`config.mk`:
```
export PLATFORM = sky130hd
export DESIGN_NAME = bmri_divu
export DESIGN_NICKNAME = d
export VERILOG_FILES = /design/src/hw/rtl/bmri_pkg.sv /design/src/hw/rtl/bmri_divu.sv
export SDC_FILE = /design/constraint.sdc
export NUM_CORES = 1
export LEC_CHECK = 0
export ABC_AREA = 1
export BUFFER_PORTS_ARGS = -buffer_cell sky130_fd_sc_hd__buf_2
export CORE_MARGIN = 2
export CORE_UTILIZATION = 49
export CTS_CLUSTER_DIAMETER = 200
export DETAILED_ROUTE_END_ITERATION = 12
export PLACE_DENSITY = 0.89
export SYNTH_ARGS = -nofsm -noshare
export SYNTH_HDL_FRONTEND = slang
export SYNTH_SLANG_ARGS = --single-unit
```
`constraint.sdc`:
```
create_clock -name clk_i -period 3.8 [get_ports clk_i]
set_clock_uncertainty 0.05 [all_clocks]
set_input_delay 0.19 -clock clk_i [delete_from_list [all_inputs] [get_ports clk_i]]
set_output_delay 0.19 -clock clk_i [all_outputs]
set_load 0.005 [all_outputs]
```
`src/hw/rtl/bmri_pkg.sv`:
```
// Package: payload types, register indexes, modes and addresses for the raster bus memory.
`timescale 1ns / 1ps
package bmri_pkg;

  typedef struct packed {
    logic [2:0]  mode;
    logic [15:0] address;
    logic [7:0]  write_data;
    logic [63:0] now_cycles;
    logic        host_irq;
  } in_item_t;

  typedef struct packed {
    logic [7:0] read_data;
    logic       irq_level;
    logic [8:0] raster_line;
  } out_item_t;

  typedef struct packed {
    logic [7:0] cycles_per_line;
    logic [8:0] raster_lines;
    logic       use_cycle_source;
  } cfg_t;

  localparam logic [1:0] CfgCyclesPerLine = 2'd0;
  localparam logic [1:0] CfgRasterLines   = 2'd1;
  localparam logic [1:0] CfgUseCycleSrc   = 2'd2;

  localparam logic [2:0] ModeRead    = 3'd0;
  localparam logic [2:0] ModeWrite   = 3'd1;
  localparam logic [2:0] ModeIrq     = 3'd2;
  localparam logic [2:0] ModeRaster  = 3'd3;
  localparam logic [2:0] ModeRestart = 3'd4;

  localparam logic [15:0] AddrRasterLo = 16'hD012;
  localparam logic [15:0] AddrRasterHi = 16'hD011;
  localparam logic [15:0] AddrIrqFlag  = 16'hD019;
  localparam logic [15:0] AddrIrqMask  = 16'hD01A;

  localparam int unsigned MemAw = 16;

endpackage

```
`src/hw/rtl/bmri_divu.sv`:
```
// Serial 64-by-9 bit unsigned divider, one quotient bit per cycle.
`timescale 1ns / 1ps
module bmri_divu
  import bmri_pkg::*;
(
  input  logic        clk_i,
  input  logic        rst_ni,
  input  logic        start_i,
  input  logic [63:0] dividend_i,
  input  logic [8:0]  divisor_i,
  output logic        busy_o,
  output logic [63:0] quot_o,
  output logic [8:0]  rem_o
);

  logic [6:0]  cnt_q, cnt_d;
  logic [63:0] quot_q, quot_d;
  logic [8:0]  rem_q, rem_d;
  logic [8:0]  div_q, div_d;
  logic [9:0]  trial;

  always_comb begin
    cnt_d  = cnt_q;
    quot_d = quot_q;
    rem_d  = rem_q;
    div_d  = div_q;
    trial  = {rem_q, quot_q[63]};
    if (start_i) begin
      cnt_d  = 7'd64;
      quot_d = dividend_i;
      rem_d  = '0;
      div_d  = (divisor_i == '0) ? 9'd1 : divisor_i;
    end else if (cnt_q != '0) begin
      cnt_d = cnt_q - 7'd1;
      if (trial >= {1'b0, div_q}) begin
        rem_d  = 9'(trial - {1'b0, div_q});
        quot_d = {quot_q[62:0], 1'b1};
      end else begin
        rem_d  = trial[8:0];
        quot_d = {quot_q[62:0], 1'b0};
      end
    end
  end

  always_ff @(posedge clk_i or negedge rst_ni) begin
    if (!rst_ni) begin
      cnt_q <= '0;
    end else begin
      cnt_q <= cnt_d;
    end
  end

  always_ff @(posedge clk_i) begin
    quot_q <= quot_d;
    rem_q  <= rem_d;
    div_q  <= div_d;
  end

  assign busy_o = (cnt_q != '0);
  assign quot_o = quot_q;
  assign rem_o  = rem_q;

endmodule

```
==> results of run 1 <==
## what timing repair did
action	CTS	global route
endpoints found under the hold margin	15	0
hold buffers	9	0
buffers inserted	0	0
## logic make-up (layout without fill, tap and decap cells)
kind of cell	after synthesis	count (layout)
compound gates	15	15
buf+inv	75	227
flops	89	89
simple gates	305	305
xor+xnor	4	4
fa+ha+maj	12	12
## per-layer routing
| metal | part of all wire (%) | track usage [%] |
|---|---|---|
| met5 | 0 | 0 |
| met4 | 2.9 | 9.38 |
| met3 | 6.9 | 5.46 |
| met2 | 49 | 36.5 |
| met1 | 41 | 26.7 |
## power by group through the flow
stage | clock, uW | combinational [uW] | sequential, uW
2_1_floorplan | 0 | 656 | 1440
6_report | 669 | 1010 | 1440
3_5_place_dp | 0 | 999 | 1450
4_1_cts | 683 | 1010 | 1440
5_1_grt | 714 | 1150 | 1470
3_3_place_gp | 0 | 962 | 1450
## worst register-to-register path: cells and delay by family, from the launching register on
| kind | cells | cell delay, ps |
|---|---|---|
| buffers and inverters | 1 | 50 |
| and+or+nand+nor | 8 | 1290 |
| adders and majority gates | 1 | 430 |
| DFF | 1 | 370 |
## cell type report
type | count | area [sq um]
clock buffer | 10 | 128
clock inverter | 6 | 75.1
fill | 719 | 3210
inverter | 50 | 188
multi-input combinational | 336 | 1570
sequential | 89 | 2550
tap | 108 | 135
timing repair buffer | 161 | 871
## flip-flops by register name, indices dropped and copies added, names as in the netlist
signal	flops
div_q	9
quot_o	64
cnt_q	7
rem_o	9
## stage by stage
stage | std cells | worst slack, ps | utilization [%]
global route | 760 | 1370 | 63.2
CTS | 760 | 1610 | 63.2
global placement | 735 | 1730 | 59.8
finish | 760 | 1580 | 63.2
floorplan | 500 | 1410 | -
detailed placement | 735 | 1650 | 59.8
## cell usage after synthesis (all sizes together)
cell type	instances	area (sq um)
nand3b	1	7.51
buf	10	58.8
o22ai	1	6.26
a211oi	1	7.51
a31o	1	8.76
nor2	8	40.0
nand2	259	987
a31oi	2	12.5
nand4	2	18.8
o31ai	1	7.51
nand3	29	195
inv	48	180
nor3	4	20.0
dfrtp	7	175
fa	1	20.0
dfxtp	9	180
o21ai	2	10.0
xor2	1	8.76
clkinv	2	7.51
a21oi	7	38.8
edfxtp	73	2190
ha	11	138
xnor2	3	26.3
nor4	2	12.5
clkbuf	15	56.3
## path summary, 6_finish.rpt
path	start	end	slack, ps
max	rem_o[1]	rem_o[5]	1580
min	dividend_i[31]	quot_o[31]	50
max reg2reg	rem_o[1]	rem_o[5]	1580
min reg2reg	rem_o[8]	rem_o[8]	460
max in group asynchronous	rst_ni	cnt_q[5]	3370
min in group asynchronous	rst_ni	cnt_q[6]	170
==> flow_metrics.py, run 1 <==
metrics = {
    "placement": {
        "dpl_cell_area_sq_um": 5220,
        "port_buffers": 149,
        "hpwl_um": 7520,
        "gp_congestion": 0.870,
    },
    "timing": {
        "fin_crit_sh_pct": 58.5,
        "tns_ps": 0,
        "max_freq_mhz": 450,
        "relSlewSlack_pct": 50.8,
        "fin_hold_ws_ps": 48.7,
        "layout_min_cycle_time_ps": 2220,
        "rsz0062_at_grt": "false",
        "max_slew.worst_pin.slew_ps": 738,
        "maxSlewViolCount": 0,
        "hold_viol_final": 0,
        "finalSetupViolCount": 0,
    },
    "status": {
        "status": "finished, final reports clean",
    },
    "finish": {
        "layout_commonest_cell": "nand2_1",
        "area_growth_pct": 24.8,
        "stdcell_area_sq_um": 5510,
        "final_cell_mix": "nand2_1 (253), buf_2 (149), edfxtp_1 (73)",
        "drive_above_1_share_pct": 29.9,
        "diodes": 0,
        "fin_nets": 735,
    },
    "floorplan": {
        "rows": 34,
        "start_util_pct": 50.6,
        "io_pins": 150,
        "die_x_um": 98.9,
        "dieArea_sq_um": 9790,
        "core_area_sq_um": 8720,
        "die_h_um": 98.9,
    },
    "worst_setup_path": {
        "cp_top_family": "simple AND/OR/NAND/NOR gates",
        "slowest_stage": "nor2_2",
        "critical_path.max_fanout": 11,
        "end_kind": "flop",
        "path_class": "reg -> reg",
        "required_ps": 4040,
        "path_buf_inv": 1,
        "reg2reg_depth": 10,
        "cpMostUsedCell": "nand2_1",
        "path_cells": "ha_1 -> nand2_1 -> inv_1 -> nand3b_1 -> nor2_2 -> nor2_2 -> nand2_2 -> nand2_1 -> nand3_1 -> nand2_1",
        "slowest_delay_ps": 500,
        "cp.depth": 10,
        "worstPathArrival_ps": 2470,
        "crit_path_start_kind": "flop",
    },
    "synthesis": {
        "synth_fp_nets": 588,
        "synth_seq_cells": 89,
        "syn_area_per_cell_sq_um": 8.83,
        "seq_area_frac_synth_pct": 57.7,
        "synthXorXnorAreaFrac_pct": 0.793,
        "muxShareOfSynthArea_pct": 0,
        "syn-cell-area_sq_um": 4420,
        "synthCells": 500,
        "yosys_warnings": 0,
        "synth_cell_types": 35,
        "synth_compound_area_share_pct": 2.07,
        "synth-simple-area-share_pct": 29.0,
        "synth_top_family_by_area": "simple AND/OR/NAND/NOR gates",
        "synth-adder-area-share_pct": 3.57,
    },
    "route": {
        "drc": 0,
        "drt-initial-drc-count": 196,
        "final_antenna_net_count": 0,
        "first_pass_iters": 4,
        "routed_wirelength_um": 10500,
        "num_vias": 3772,
        "viasPerCell": 4.96,
        "wl_per_cell_um": 13.8,
    },
    "global_routing": {
        "grt_pass1_wl_um": 17000,
        "track_usage_pct": 21.7,
        "antenna_found_initial": 0,
        "overflow": 0,
        "grt_pass1_vias": 3682,
        "grt_max_degree": 76,
    },
    "pwr": {
        "combinationalPowerShare_pct": 32.5,
        "ir_worst_vdd_mv": 0.287,
        "pwr_density_cell_nw_per_um2": 566,
        "p_seq_share_pct": 46.1,
        "p_int_uw": 2030,
        "p_leak_uw": 0.00295,
        "total_power_uw": 3120,
        "power.switching_uw": 1090,
        "swShare_pct": 35.1,
        "p_clk_share_pct": 21.4,
    },
    "clock_tree": {
        "cts_resized": 0,
        "clk_latency_ps": 350,
        "cts_buffer_depth": 2,
        "numCtsBuffers": 9,
        "clkSinkCount": 89,
        "path_clk_slew_ps": 100,
        "htreeDepth": 3,
        "cts_tree": "built",
        "root_buffer": "clkbuf_8",
    },
    "min_path": {
        "whs_path_depth": 3,
        "min_path_type": "in -> reg",
    },
    "flow_run": {
        "maxCapViolations": 0,
    },
}
Note: power is estimated with default switching activity, not from simulation.
==> run 2: changes to the inputs <==
Settings changed: ABC_AREA 1 to 0, CORE_UTILIZATION 49 to 45, PLACE_DENSITY 0.89 to 0.87.
Clock period 3.8 ns to 1.9 ns, I/O delays scaled along.
==> flow_metrics.py, run 2 <==
metrics = {
    "worst_setup_path": {
        "path_class": "reg -> reg",
        "crit_path_start_kind": "flop",
        "critical_path.max_fanout": 5,
        "end_kind": "flop",
        "slowest_stage": "edfxtp_1",
        "cp_top_family": "compound AO/OA/AOI/OAI gates",
        "worstPathArrival_ps": 2560,
        "path_cells": "inv_1 -> ha_2 -> inv_2 -> fa_2 -> a21o_1 -> a221o_1 -> a21oi_2 -> buf_6 -> nand3_1 -> a311oi_2",
        "required_ps": 2110,
        "slowest_delay_ps": 390,
        "path_buf_inv": 3,
    },
    "synthesis": {
        "synthFlopType": "edfxtp_1",
        "syn_area_per_cell_sq_um": 13.7,
        "yosys_warnings": 0,
        "yosys.area.top_type": "edfxtp_1",
        "synth_fp_nets": 399,
        "synth_most_common_cell": "edfxtp_1",
        "syn-cell-area_sq_um": 4250,
        "synth_edf_count": 73,
        "synth_cell_types": 49,
        "seq_area_frac_synth_pct": 59.9,
        "synthTopCellsByArea": "edfxtp_1 (52%), mux2_2 (16%), dfxtp_1 (4.2%), dfrtp_1 (4.1%), ha_1 (3.2%)",
        "synth_top_area_share_pct": 51.5,
        "synth_async_sr_flop_share_pct": 7.87,
        "synthCells": 311,
        "ys_top_cells_by_count": "edfxtp_1 (73), mux2_2 (60), nor2_1 (19)",
        "synth_seq_cells": 89,
    },
    "timing": {
        "maxSlewViolCount": 0,
        "rsz0062_at_grt": "true",
        "tns_ps": -4150,
        "layout_min_cycle_time_ps": 2360,
        "relSlewSlack_pct": 67.4,
        "hold_viol_final": 0,
        "fin_crit_sh_pct": 124,
        "max_freq_mhz": 424,
        "finalSetupViolCount": 10,
        "setup_slack_ps": -458,
        "max_slew.worst_pin.slew_ps": 490,
    },
    "pwr": {
        "swShare_pct": 31.6,
        "p_seq_share_pct": 44.0,
        "ir_worst_vdd_mv": 0.525,
        "combinationalPowerShare_pct": 36.5,
        "p_int_uw": 4520,
        "p_clk_share_pct": 19.5,
        "power.switching_uw": 2090,
        "p_leak_uw": 0.00286,
        "pwr_density_cell_nw_per_um2": 1030,
    },
    "finish": {
        "multi_input_area_sq_um": 1670,
        "final_cell_mix": "buf_2 (148), edfxtp_1 (73), dlygate4sd3_1 (65)",
        "stdcell_area_sq_um": 6440,
        "drive_above_1_share_pct": 52.9,
        "layout_commonest_cell": "buf_2",
        "n_fill_cell": 604,
        "diodes": 0,
        "fin_util_pct": 70.1,
        "seq_area_sq_um": 2550,
        "area_growth_pct": 51.4,
        "largest_reg_flops": 64,
        "fin_cells": 680,
        "fin_nets": 652,
    },
    "floorplan": {
        "io_pins": 150,
        "die_x_um": 101,
        "dieArea_sq_um": 10200,
        "start_util_pct": 46.3,
        "rows": 35,
        "core_area_sq_um": 9200,
        "die_h_um": 101,
    },
    "status": {
        "violations": "setup timing",
        "status": "complete, but fails checks",
    },
    "global_routing": {
        "track_usage_pct": 23.3,
        "overflow": 0,
        "grt_pass1_vias": 3721,
        "antenna_found_initial": 0,
        "grt_max_degree": 38,
        "grt_pass1_wl_um": 18400,
    },
    "clock_tree": {
        "numCtsBuffers": 9,
        "path_clk_slew_ps": 90,
        "clkSinkCount": 89,
        "htreeDepth": 3,
        "clk_latency_ps": 350,
        "root_buffer": "clkbuf_8",
        "cts_buffer_depth": 2,
        "cts_tree": "built",
    },
    "placement": {
        "dpl.cell_count": 593,
        "gp_congestion": 0.868,
        "hpwl_um": 7770,
        "dpl_cell_area_sq_um": 5420,
        "port_buffers": 149,
    },
    "route": {
        "drc": 0,
        "num_vias": 3554,
        "drt-initial-drc-count": 152,
        "routed_wirelength_um": 11800,
        "first_pass_iters": 4,
        "viasPerCell": 5.23,
        "final_antenna_net_count": 0,
        "wl_per_cell_um": 17.3,
    },
    "flow_run": {
        "maxCapViolations": 0,
    },
    "min_path": {
        "min_path_type": "in -> reg",
    },
}
-- run 2: cell count changes after synthesis, sizes merged, moves of 4 or more --
cell    previous run  this run
nand2b             0         6
nand2            259         7
buf               10         5
nand3             29        10
a21o               0         5
inv               48        16
nor2               8        19
a311oi             0         4
mux2               0        63
-- run 2: cell families after synthesis --
kind of cell | Yosys count | synth area share (%)
XOR/XNOR | 8 | 1.65
multiplexers | 65 | 17.1
flip-flops | 89 | 59.9
adder cells (fa/ha/maj) | 12 | 3.71
AND/OR/NAND/NOR | 56 | 6.50
AO/OA/AOI/OAI | 43 | 7.44
buffers and inverters | 38 | 3.68
-- run 2: per-stage QoR --
stage                     setup slack, ps  hold slack (ps)  power, uW
after global routing                 -587            0.707       6960
after global placement               -357             -117       4870
after floorplan                      -362             -251       3970
after CTS                            -423             4.32       6490
after detailed placement             -426             -106       4960
final                                -458             23.8       6610
-- run 2: cell type report --
class	count	area share, %
inverter	16	0.971
tap	111	2.16
multi-input combinational	184	25.9
sequential	89	39.6
timing repair buffer	264	28.4
clock buffer	10	1.98
clock inverter	6	1.01
-- run 2: power by group through the flow --
stage	clock network (uW)	registers [uW]	logic (uW)
global placement	0	2890	1980
finish	1290	2910	2410
detailed placement	0	2900	2060
CTS	1320	2880	2290
floorplan	0	2900	1070
global route	1400	2960	2610
-- run 2: worst reg2reg max path: cells and delay by family, from the launching register on --
family	cells	cell delay, ps
flip-flops	1	390
adder cells (fa/ha/maj)	2	500
buffers and inverters	3	260
AO/OA/AOI/OAI	4	970
AND/OR/NAND/NOR	1	90
-- run 2: final timing paths --
| kind | cells past startpoint | startpoint | to | slack [ps] |
|---|---|---|---|---|
| worst min-delay path | 2 | dividend_i[62] | quot_o[62] | 20 |
| max in group asynchronous | 2 | rst_ni | cnt_q[3] | 1560 |
| worst max-delay path | 10 | quot_o[63] | rem_o[3] | -460 |
| min in group asynchronous | 2 | rst_ni | cnt_q[4] | 60 |
| worst max register to register | 10 | quot_o[63] | rem_o[3] | -460 |
| worst min register to register | 1 | cnt_q[6] | cnt_q[6] | 440 |
-- run 2: per-layer routing --
layer	vias up	routed length [um]	global-route usage [%]
met3	18	774	6.00
met4	0	208	6.65
li1	1669	-	-
met1	1731	4760	28.2
met2	136	6010	41.2
met5	-	0	0
-- run 2: repair_timing --
item                                    in CTS  in global routing
endpoints found under the setup margin      11                 11
hold buffers                                64                  1
pin swaps                                   12                 10
buffers inserted                             4                  2
resized for setup                           15                 15
endpoints found under the hold margin       70                  1
